**config.mk**
```make
export PLATFORM = sky130hd
export DESIGN_NAME = predictive_functional_control_step_unit
export DESIGN_NICKNAME = d
export VERILOG_FILES = /design/src/design/pfc_pkg.sv /design/src/design/pfc_mul.sv /design/src/design/pfc_div.sv /design/src/design/predictive_functional_control_step_unit.sv
export VERILOG_INCLUDE_DIRS = /design/src /design/src/design
export SDC_FILE = /design/constraint.sdc
export NUM_CORES = 2
export LEC_CHECK = 0
export ABC_AREA = 1
export BUFFER_PORTS_ARGS = -buffer_cell sky130_fd_sc_hd__buf_2
export CAP_MARGIN = 20
export CORE_UTILIZATION = 54
export CTS_CLUSTER_DIAMETER = 50
export DETAILED_ROUTE_END_ITERATION = 10
export PLACE_DENSITY_LB_ADDON = 0.12
export SYNTH_ARGS = -nofsm -noshare
export SYNTH_HDL_FRONTEND = slang
export SYNTH_HIERARCHICAL = 1
export SYNTH_SLANG_ARGS = --single-unit
export TNS_END_PERCENT = 20
```
**constraint.sdc**
```tcl
create_clock -name clk -period 15.9 [get_ports clk]
set_input_delay 4.77 -clock clk [delete_from_list [all_inputs] [get_ports clk]]
set_output_delay 4.77 -clock clk [all_outputs]
set_load 0.02 [all_outputs]
```
**src/design/assert_macros.svh**
```systemverilog
// assertion macros used by the top-level rtl file
`ifndef ASSERT_MACROS_SVH
`define ASSERT_MACROS_SVH

// clocked check, off while reset is high
`define PFC_ASSERT(lbl, prop) \
  lbl: assert property (@(posedge clk) disable iff (rst) prop) \
    else $error("pfc check failed");

// clocked check that also runs during reset
`define PFC_ASSERT_ALWAYS(lbl, prop) \
  lbl: assert property (@(posedge clk) prop) else $error("pfc check failed");

`endif

```
**src/design/pfc_pkg.sv**
```systemverilog
// shared types and constants for the predictive functional control step unit
`timescale 1ns / 1ps
`default_nettype none
package pfc_pkg;

  localparam int MAX_HORIZON = 64;
  localparam int CNT_W       = $clog2(MAX_HORIZON + 1);
  localparam int CMP_W       = ((CNT_W > 8) ? CNT_W : 8) + 1;
  localparam int POW_W       = 25;                              // q1.24 up to 1.0
  localparam int SUM_W       = $clog2(MAX_HORIZON) + POW_W;
  localparam int MA_W        = SUM_W + 3;
  localparam int MB_W        = 17;
  localparam int PROD_W      = MA_W + MB_W;
  localparam int NUM_W       = SUM_W + 19;
  localparam int DEN_W       = SUM_W + 16;
  localparam int DVD_W       = NUM_W + 8;
  localparam int DIV_CNT_W   = $clog2(DVD_W + 1);
  localparam int V_W         = DVD_W + 1;

  typedef enum logic [2:0] {
    REG_MODEL_DECAY     = 3'd0,
    REG_MODEL_GAIN      = 3'd1,
    REG_REFERENCE_DECAY = 3'd2,
    REG_DELAY_STEPS     = 3'd3,
    REG_HORIZON_LENGTH  = 3'd4,
    REG_DRIVE_MIN       = 3'd5,
    REG_DRIVE_MAX       = 3'd6
  } cfg_reg_t;

  typedef enum logic [3:0] {
    ST_IDLE, ST_M1, ST_M2, ST_M3, ST_M4,
    ST_LA, ST_LB, ST_LC,
    ST_P1, ST_P2, ST_P3, ST_P4, ST_P5,
    ST_DIV, ST_OUT
  } state_t;

  typedef struct packed {
    logic             start;
    logic [DVD_W-1:0] dividend;
    logic [DEN_W-1:0] divisor;
  } div_req_t;

  typedef struct packed {
    logic             busy;
    logic             done;
    logic [DVD_W-1:0] quotient;
  } div_rsp_t;

endpackage
`default_nettype wire

```
**src/design/pfc_mul.sv**
```systemverilog
// shared signed multiplier with registered product
`timescale 1ns / 1ps
`default_nettype none
module pfc_mul import pfc_pkg::*; (
  input  wire logic                     clk,
  input  wire logic signed [MA_W-1:0]   op_a,
  input  wire logic signed [MB_W-1:0]   op_b,
  output logic signed [PROD_W-1:0]      prod
);

  always_ff @(posedge clk) begin
    prod <= op_a * op_b;
  end

endmodule
`default_nettype wire

```
**src/design/pfc_div.sv**
```systemverilog
// bit-serial restoring divider, one quotient bit per cycle
`timescale 1ns / 1ps
`default_nettype none
module pfc_div import pfc_pkg::*; (
  input  wire logic clk,
  input  wire logic rst,
  input  wire div_req_t req,
  output div_rsp_t  rsp
);

  logic [DEN_W:0]     rem;
  logic [DVD_W-1:0]   quo;
  logic [DEN_W-1:0]   dsr;
  logic [DIV_CNT_W-1:0] cnt;
  logic               busy;
  logic               done;
  logic [DEN_W:0]     shifted;
  logic               fits;

  assign shifted = {rem[DEN_W-1:0], quo[DVD_W-1]};
  assign fits    = shifted >= {1'b0, dsr};

  always_ff @(posedge clk) begin
    if (rst) begin
      busy <= 1'b0;
      done <= 1'b0;
      cnt  <= '0;
    end else begin
      done <= 1'b0;
      if (req.start) begin
        busy <= 1'b1;
        cnt  <= DIV_CNT_W'(DVD_W);
      end else if (busy) begin
        cnt <= cnt - 1'b1;
        if (cnt == DIV_CNT_W'(1)) begin
          busy <= 1'b0;
          done <= 1'b1;
        end
      end
    end
  end

  always_ff @(posedge clk) begin
    if (req.start) begin
      quo <= req.dividend;
      dsr <= req.divisor;
      rem <= '0;
    end else if (busy) begin
      rem <= fits ? (shifted - {1'b0, dsr}) : shifted;
      quo <= {quo[DVD_W-2:0], fits};
    end
  end

  assign rsp.busy     = busy;
  assign rsp.done     = done;
  assign rsp.quotient = quo;

endmodule
`default_nettype wire

```
**src/design/predictive_functional_control_step_unit.sv**
```systemverilog
// top level: sequencer around a shared multiplier and a serial divider
// sequence: model update, a pass per horizon step (P), post sums, divide, then output
// a zero denominator skips the divide
// one item at a time: in_ready is high only between items
// the result sits in an output register so the next item can start while it waits
// synchronous active-high reset: config regs to defaults, model state and last drive to zero
`timescale 1ns / 1ps
`default_nettype none
`include "assert_macros.svh"
module predictive_functional_control_step_unit import pfc_pkg::*; (
  input  wire logic               clk,
  input  wire logic               rst,
  input  wire logic               in_valid,
  output logic                    in_ready,
  input  wire logic signed [15:0] target,
  input  wire logic signed [15:0] measured,
  output logic                    out_valid,
  input  wire logic               out_ready,
  output logic signed [15:0]      drive,
  input  wire logic               cfg_we,
  input  wire logic [2:0]         cfg_index,
  input  wire logic [15:0]        cfg_data
);

  // configuration registers
  logic [15:0]        model_decay;
  logic signed [15:0] model_gain;
  logic [15:0]        reference_decay;
  logic [6:0]         delay_steps;
  logic [6:0]         horizon_length;
  logic signed [15:0] drive_min;
  logic signed [15:0] drive_max;

  // controller state
  logic signed [15:0] model_output;
  logic signed [15:0] last_drive;

  // per-item working registers
  state_t             state, state_next;
  logic signed [15:0] sp, y, x;
  logic [POW_W-1:0]   pa, pr;
  logic [SUM_W-1:0]   spa, spr;
  logic [CNT_W-1:0]   j, n, p;
  logic signed [NUM_W-1:0] num;
  logic               neg;
  logic signed [V_W-1:0]   v;

  logic signed [MA_W-1:0]   mul_a;
  logic signed [MB_W-1:0]   mul_b;
  logic signed [PROD_W-1:0] prod;
  div_req_t           dreq;
  div_rsp_t           drsp;

  logic in_xfer, out_xfer;
  assign in_xfer  = in_valid && in_ready;
  assign out_xfer = out_valid && out_ready;
  assign in_ready = (state == ST_IDLE);

  pfc_mul u_mul (.clk(clk), .op_a(mul_a), .op_b(mul_b), .prod(prod));
  pfc_div u_div (.clk(clk), .rst(rst), .req(dreq), .rsp(drsp));

  // model update rounding: divide by 2^24, half away from zero, saturate to 16 bits
  logic signed [NUM_W-1:0] mdl_sum;
  logic [NUM_W-1:0]        mdl_mag;
  logic [NUM_W-1:0]        mdl_rnd;
  logic signed [NUM_W-23:0] mdl_q;
  logic signed [15:0]      mdl_x;
  always_comb begin
    mdl_sum = num + NUM_W'(prod);
    mdl_mag = mdl_sum[NUM_W-1] ? NUM_W'(-mdl_sum) : NUM_W'(mdl_sum);
    mdl_rnd = mdl_mag + NUM_W'(24'h800000);
    mdl_q   = $signed({2'b00, mdl_rnd[NUM_W-1:24]});
    if (mdl_sum[NUM_W-1]) mdl_q = -mdl_q;
    if (mdl_q > (NUM_W-22)'(32767)) mdl_x = 16'sh7fff;
    else if (mdl_q < -(NUM_W-22)'(32768)) mdl_x = -16'sh8000;
    else mdl_x = mdl_q[15:0];
  end

  // power update: (p * factor + 2^15) >> 16
  logic [POW_W+16:0] pw_sum;
  logic [POW_W-1:0]  pow_new;
  assign pw_sum  = {1'b0, prod[POW_W+15:0]} + (POW_W+17)'(32768);
  assign pow_new = pw_sum[POW_W+15:16];

  // dead-time window check for the current step
  logic in_window;
  assign in_window = CMP_W'(j) >= (CMP_W'(delay_steps) + CMP_W'(1));

  // denominator and dividend set-up
  logic [PROD_W-1:0] den_mag;
  logic [NUM_W-1:0]  num_mag;
  assign den_mag = prod[PROD_W-1] ? PROD_W'(-prod) : PROD_W'(prod);
  assign num_mag = num[NUM_W-1] ? NUM_W'(-num) : NUM_W'(num);

  // final clamp, drive_min tested first; when the limits cross, drive_min wins only below it
  logic signed [V_W-1:0] vmin, vmax;
  logic signed [15:0]    v_clamped;
  assign vmin = V_W'(drive_min);
  assign vmax = V_W'(drive_max);
  always_comb begin
    priority if (v < vmin) v_clamped = drive_min;
    else if (v > vmax)     v_clamped = drive_max;
    else                   v_clamped = v[15:0];
  end

  // next state
  always_comb begin
    state_next = state;
    unique case (state)
      ST_IDLE: if (in_xfer) state_next = ST_M1;
      ST_M1:   state_next = ST_M2;
      ST_M2:   state_next = ST_M3;
      ST_M3:   state_next = ST_M4;
      ST_M4:   state_next = (p == '0) ? ST_P1 : ST_LA;
      ST_LA:   state_next = ST_LB;
      ST_LB:   state_next = ST_LC;
      ST_LC:   state_next = (j == p) ? ST_P1 : ST_LA;
      ST_P1:   state_next = ST_P2;
      ST_P2:   state_next = ST_P3;
      ST_P3:   state_next = ST_P4;
      ST_P4:   state_next = ST_P5;
      ST_P5:   state_next = (prod == '0) ? ST_OUT : ST_DIV;
      ST_DIV:  if (drsp.done) state_next = ST_OUT;
      ST_OUT:  if (!out_valid || out_ready) state_next = ST_IDLE;
      default: state_next = ST_IDLE;
    endcase
  end

  // multiplier operand select and divider start
  always_comb begin
    mul_a = '0;
    mul_b = '0;
    dreq.start    = 1'b0;
    dreq.dividend = DVD_W'({num_mag, 8'b0}) + DVD_W'(den_mag[DEN_W-1:1]);
    dreq.divisor  = den_mag[DEN_W-1:0];
    unique case (state)
      ST_M1: begin
        mul_a = MA_W'($signed({1'b0, model_decay}));
        mul_b = MB_W'(model_output);
      end
      ST_M2: begin
        // 1.0 - a stays positive, so it needs 18 bits signed
        mul_a = MA_W'($signed(18'h10000 - {2'b00, model_decay}));
        mul_b = MB_W'(last_drive);
      end
      ST_M3: begin
        mul_a = MA_W'(prod);
        mul_b = MB_W'(model_gain);
      end
      ST_LA: begin
        mul_a = MA_W'($signed({1'b0, pa}));
        mul_b = $signed({1'b0, model_decay});
      end
      ST_LB: begin
        mul_a = MA_W'($signed({1'b0, pr}));
        mul_b = $signed({1'b0, reference_decay});
      end
      ST_P1: begin
        mul_a = MA_W'(18'(sp) - 18'(y) + 18'(x));
        mul_b = MB_W'($signed({1'b0, n}));
      end
      ST_P2: begin
        mul_a = MA_W'($signed({1'b0, spr}));
        mul_b = MB_W'(17'(sp) - 17'(y));
      end
      ST_P3: begin
        mul_a = MA_W'($signed({1'b0, spa}));
        mul_b = MB_W'(x);
      end
      ST_P4: begin
        // gain sum: n * 1.0 - sum of a^j
        mul_a = MA_W'($signed({1'b0, n})) <<< 24;
        mul_a = mul_a - MA_W'($signed({1'b0, spa}));
        mul_b = MB_W'(model_gain);
      end
      ST_P5: dreq.start = (prod != '0);
      default: ;
    endcase
  end

  // configuration writes, ignored beyond the register list
  always_ff @(posedge clk) begin
    if (rst) begin
      model_decay     <= '0;
      model_gain      <= 16'sd256;
      reference_decay <= '0;
      delay_steps     <= '0;
      horizon_length  <= 7'd16;
      drive_min       <= -16'sd4096;
      drive_max       <= 16'sd4096;
    end else if (cfg_we) begin
      unique case (cfg_index)
        REG_MODEL_DECAY:     model_decay     <= cfg_data;
        REG_MODEL_GAIN:      model_gain      <= cfg_data;
        REG_REFERENCE_DECAY: reference_decay <= cfg_data;
        REG_DELAY_STEPS:     delay_steps     <= cfg_data[6:0];
        REG_HORIZON_LENGTH:  horizon_length  <= cfg_data[6:0];
        REG_DRIVE_MIN:       drive_min       <= cfg_data;
        REG_DRIVE_MAX:       drive_max       <= cfg_data;
        default: ;
      endcase
    end
  end

  // control state
  always_ff @(posedge clk) begin
    if (rst) begin
      state        <= ST_IDLE;
      out_valid    <= 1'b0;
      model_output <= '0;
      last_drive   <= '0;
    end else begin
      state <= state_next;
      if (state == ST_M4) model_output <= mdl_x;
      if (state == ST_OUT && (!out_valid || out_ready)) begin
        out_valid  <= 1'b1;
        last_drive <= v_clamped;
      end else if (out_xfer) begin
        out_valid <= 1'b0;
      end
    end
  end

  // datapath registers
  always_ff @(posedge clk) begin
    unique case (state)
      ST_IDLE: if (in_xfer) begin
        sp <= target;
        y  <= measured;
        // horizon saturates at the maximum
        if (CMP_W'(horizon_length) > CMP_W'(MAX_HORIZON)) p <= CNT_W'(MAX_HORIZON);
        else p <= CNT_W'(horizon_length);
      end
      ST_M2: num <= NUM_W'(prod) <<< 8;
      ST_M4: begin
        x   <= mdl_x;
        pa  <= POW_W'(1) << 24;
        pr  <= POW_W'(1) << 24;
        spa <= '0;
        spr <= '0;
        j   <= CNT_W'(1);
        n   <= '0;
      end
      ST_LB: pa <= pow_new;
      ST_LC: begin
        pr <= pow_new;
        if (in_window) begin
          spa <= spa + SUM_W'(pa);
          spr <= spr + SUM_W'(pow_new);
          n   <= n + 1'b1;
        end
        j <= j + 1'b1;
      end
      ST_P2: num <= NUM_W'(prod) <<< 24;
      ST_P3: num <= num - NUM_W'(prod);
      ST_P4: num <= num - NUM_W'(prod);
      ST_P5: begin
        neg <= num[NUM_W-1] ^ prod[PROD_W-1];
        // zero denominator: saturate toward the numerator's sign, or keep the last drive if it is zero
        if (prod == '0) begin
          priority if (num > 0) v <= V_W'(drive_max);
          else if (num < 0)     v <= V_W'(drive_min);
          else                  v <= V_W'(last_drive);
        end
      end
      ST_DIV: if (drsp.done) begin
        v <= neg ? -$signed({1'b0, drsp.quotient}) : $signed({1'b0, drsp.quotient});
      end
      ST_OUT: if (!out_valid || out_ready) drive <= v_clamped;
      default: ;
    endcase
  end

  // checks
  logic drive_ok;
  assign drive_ok = (drive >= drive_min) && (drive <= drive_max);

  `PFC_ASSERT(a_busy_after_accept, in_xfer |=> !in_ready)
  `PFC_ASSERT(a_div_only_in_div, drsp.done |-> state == ST_DIV)
  `PFC_ASSERT(a_drive_in_limits, (out_valid && drive_min <= drive_max) |-> drive_ok)

endmodule
`default_nettype wire
```
Word-level counts from Yosys, hierarchy flattened
Index checks and enable logic that the tools add are counted.

word-level totals
  register bits = 649
  latch bits = 0
  memory bits (writable) = 0
  bits in read-only memories = 0
  bits of input ports = 56
  output and inout bits = 18
  logic and storage cells = 171
  memories kept = 0

cells by class
  add/sub/neg operators = 22
  $mul = 1
  divide/modulo/power cells = 0
  order comparisons = 9
  equality and inequality tests = 27
  shifts and indexed selects = 0
  mux-type cells = 45
  bitwise operators = 2
  reduce and logical (&&, ||, !) cells = 32

operators by type and width
  operator                                                           number
  34-bit one-hot mux with 9 select lines                             1
  59-bit 2-to-1 mux                                                  5
  50-bit one-hot mux with 3 select lines                             1
  17-bit one-hot mux with 8 select lines                             1
  31-bit one-hot mux with 2 select lines                             2
  59-bit one-hot mux with 2 select lines                             1
  58-bit 2-to-1 mux                                                  2
  50-bit 2-to-1 mux                                                  2
  50-bit negator                                                     2
  25-bit one-hot mux with 2 select lines                             2
  47-bit 2-to-1 mux                                                  2
  16-bit 2-to-1 mux                                                  4
  31-bit by 25-bit adder with 31-bit output                          2
  31-bit 2-to-1 mux                                                  2
  4-bit one-hot mux with 15 select lines                             1
  59-bit by 16-bit greater-than comparator with 1-bit output         1
  59-bit by 16-bit less-than comparator with 1-bit output            1
  58-bit negator with 59-bit output                                  1
  58-bit by 46-bit adder with 58-bit output                          1
  51-bit zero test                                                   1
  34-bit by 17-bit multiplier with 51-bit output                     1
  51-bit nonzero test                                                1
  50-bit by 24-bit adder with 50-bit output (second input constant)  1
  50-bit adder                                                       1
  other kinds (51)                                                   99

Longest topological paths before layout
  word-level depth = 9
  mapped depth = 58
  mapped depth without buffers = 56

Cells and area by module
Netlist, hierarchy kept.

by module, submodules not included
  module                                   times used  cells an instance  area each (µm²)  seq. area each (µm²)
  predictive_functional_control_step_unit  1           6384               43055.0          11841.4
  pfc_mul                                  1           3113               23113.4          1021.0
  pfc_div                                  1           1554               10413.7          4254.1

Least setup slack after synthesis
No wires, ideal clock.

  path kind = reg2reg
  start point = reg y[1]
  end point = reg u_mul.prod[50]
  library setup time = 0.113 ns
  arrival time = 9.079 ns
  data required time = 15.787 ns
  path slack = 6.708 ns
  cell stages (with the launch flop) = 49
  path buffers = 2
  period minus slack after synthesis = 9.192 ns
  cells stage by stage = edfxtp_1 fa_1 inv_1 ha_1 nand2_1 nand2_1 a21oi_1 nor2_1 nor2_1 o21bai_1 nand2_1 nand2_1 a21oi_1 nor2_1 o21ai_0 nand2_1 a21oi_1 o21bai_1 (+13 left out) nand2_1 fa_1 inv_1 fa_1 fa_1 fa_1 inv_1 fa_1 fa_1 inv_1 ha_1 inv_1 nor3_1 nand2_1 nor3_2 nand2_1 nand3_1 nand2_1

between the ends
  word-level cells in the longest chain between the ends = 4
  elaborated cells on any way between the ends = 6
  those cells by class = add/sub: 3; mul: 1; mux: 2

ends and longest elaborated chain
  what                                            RTL line                                        RTL
  from (decl)                                     predictive_functional_control_step_unit.sv:40   logic signed [15:0] sp, y, x;
  from (signal assigned)                          predictive_functional_control_step_unit.sv:229  y <= measured;
  16-bit by 16-bit subtractor with 17-bit output  predictive_functional_control_step_unit.sv:159  mul_a = MA_W'(18'(sp) - 18'(y) + 18'(x));
  17-bit by 16-bit adder with 18-bit output       predictive_functional_control_step_unit.sv:159
  34-bit one-hot mux with 9 select lines          predictive_functional_control_step_unit.sv:136  unique case (state)
  via mul_a[33]                                   predictive_functional_control_step_unit.sv:48   logic signed [MA_W-1:0] mul_a;
  34-bit by 17-bit multiplier with 51-bit output  pfc_mul.sv:12                                   prod <= op_a * op_b;
  to (signal assigned)                            pfc_mul.sv:12
  to (decl)                                       pfc_mul.sv:8                                    output logic signed [PROD_W-1:0] prod

The timed path passes the listed nets, and every way through them passes these cells.
A chain may end at the register's enable or synchronous reset.

Worst setup path in the final report
  start point = reg spa[2]
  end point = reg u_mul.prod[46]

between the ends
  word-level cells in the longest chain between the ends = 3

ends and longest elaborated chain
  what                                            RTL line                                        RTL
  from (decl)                                     predictive_functional_control_step_unit.sv:42   logic [SUM_W-1:0] spa, spr;
  from (signal assigned)                          predictive_functional_control_step_unit.sv:248  spa <= spa + SUM_W'(pa);
  31-bit by 31-bit subtractor with 32-bit output  predictive_functional_control_step_unit.sv:173  mul_a = mul_a - MA_W'($signed({1'b0, spa}));
  34-bit one-hot mux with 9 select lines          predictive_functional_control_step_unit.sv:136
  via mul_a[33]                                   predictive_functional_control_step_unit.sv:48
  34-bit by 17-bit multiplier with 51-bit output  pfc_mul.sv:12

The timed path passes the listed nets, and every way through them passes these cells.

==> flow_summary.ini <==
[run_status]
status = completed

[setup_path]
cpPeakStageDelay_ns = 0.74
r2r_setup_slack_ns = 5.52
cp-end-kind = flip-flop
cp_max_fo = 17
start_kind = flip-flop
crit_required_ns = 16.49
reg2regPathDepth = 52
slowest_stage = fa_1
reg2reg_to = u_mul/prod[46]
r2r-start = spa[2]
worstPathArrival_ns = 10.97
setup.worst_path.class = flip-flop to flip-flop

[timing]
hold_viol = 0
fin_tns_setup_ns = 0
finalSetupViolations = 0
fin_hold_ws_ns = 0.4731
worst_pin_slew_ns = 1.378
rsz0062_at_grt = no
min_period_ns = 10.38
timing.final.crit_share_pct = 65.31
fmax_mhz = 96.31
slew_violations = 0
relSlewSlack_pct = 8.123
fin_worst_skew_ns = 0.1128

[layout]
area_delta_synth_final_pct = 7.943
seq_area_um2 = 17120
finalNetCount = 12160
final_cell_mix = nand2_1 (2957), inv_1 (2194), nor2_1 (1032)
fill_cells = 13310
mostFrequentLayoutCell = nand2_1
design_area_um2 = 82660
multi_input_area_um2 = 49690
stdcell_count = 12960
drive_gt1_share_pct = 6.333

[detailed_routing]
routed_wl_mm = 287.7
first_pass_iters = 6
drc = 0
via_per_inst = 5.702
ant_nets = 0
vias = 73900
routedWlPerCell_um = 22.20
drtIter0Drc = 7805

[floorplanning]
core_um2 = 140000
fp.dieW_um = 378.6
initial_core_util_pct = 54.68
die_y_um = 378.6
ios = 74
dieArea_um2 = 143300
fp-row-count = 137

[clock_network]
cts.clk_slew.worst_paths_ns = 0.06
ctsHoldBuffers = 0
clkLatencyLatePin_ns = 0.79
cts_max_level = 3
cts_root_buf = clkbuf_16
clockBufferDepth = 3
numCtsBuffers = 102
tritoncts = done
cts_resized = 0
clock_sinks = 649
post_cts_buffers = 0

[worst_hold_path]
min_path_type = flip-flop to flip-flop
holdPathStages = 2
min_to = u_div/rem[46]
worstHoldStart = u_div/rem[46]

[synthesis]
yosys_warnings = 6
syn_area_per_cell_um2 = 6.930
synth_cells = 11050
synth.cell_area_um2 = 76570
syn_nets = 12210

[global_route]
grt_pass1_wl_mm = 428.2
grt_pass1_vias = 70990
grt_max_degree = 113
grt_usage_pct = 39.84
antenna_found_initial = 7
global_route.overflow_total = 0

[placed_design]
dp_cells = 12760
hpwl_mm = 229.2
post_dp_cell_area_um2 = 78990
io_buffers = 73
gp_congestion = 1.095

[pwr]
total_power_mw = 4.909
power.density_nw_per_um2 = 59.39
power_leakage_nw = 42.95
peakVddDrop_v = 0.00008805

[flow_run]
drv_cap = 0
## layout make-up
class	count	share of cell area, %
Multi-Input combinational cell	7760	60.12
Tap cell	1876	2.840
Sequential cell	649	20.71
Clock buffer	120	3.382
Timing Repair Buffer	191	1.568
Clock inverter	74	0.9794
Antenna cell	1	0.003027
Inverter	2290	10.40
## worst max-delay path by stage
stage,start,to,slack (ns),depth (start not counted)
after floorplan,y[1],u_mul/prod[50],6.71,48
final,spa[2],u_mul/prod[46],5.52,52
after detailed placement,sp[1],u_mul/prod[47],5.62,51
after global routing,spa[2],u_mul/prod[46],4.71,52
after global placement,sp[1],u_mul/prod[46],5.73,53
after CTS,y[1],u_mul/prod[47],5.56,50
## through the flow
stage	worst slack, ns	utilization (%)
detailed placement	5.616	56.41
floorplan	6.708	-
global placement	5.732	56.41
finish	5.516	59.02
global route	4.715	59.02
CTS	5.563	58.98
## registers in the layout, summed over array words and instances (netlist names), 25 cells and up
register	flops
spr	31
u_div/quo	58
u_div/rem	47
pr	25
u_mul/prod	51
pa	25
num	50
v	59
spa	31
u_div/dsr	47
## critical path, delay by kind of cell (launching register included)
family	cells	cell delay, ns
adder cells (fa/ha/maj)	7	4.01
buffers and inverters	8	0.69
AO/OA/AOI/OAI	5	0.69
flip-flops	1	0.46
AND/OR/NAND/NOR	32	4.27
## power breakdown
part / leakage [nW] / internal [mW] / switching, mW
registers: 5.65 / 1.82 / 0.0424
logic: 35.6 / 0.201 / 0.501
clock network: 1.74 / 1.36 / 0.979
total: 43.0 / 3.39 / 1.52
## per-layer routing
metal,share of wire (%),up-vias,wire length [um],global-route usage (%)
met4,7.1,6,20460,24.66
met5,0.019,-,54,0
li1,-,34450,-,-
met2,45,3545,129900,64.13
met1,39,35000,112200,50.00
met3,8.7,899,25160,6.475
No activity file was read; power rests on OpenSTA's default activity.
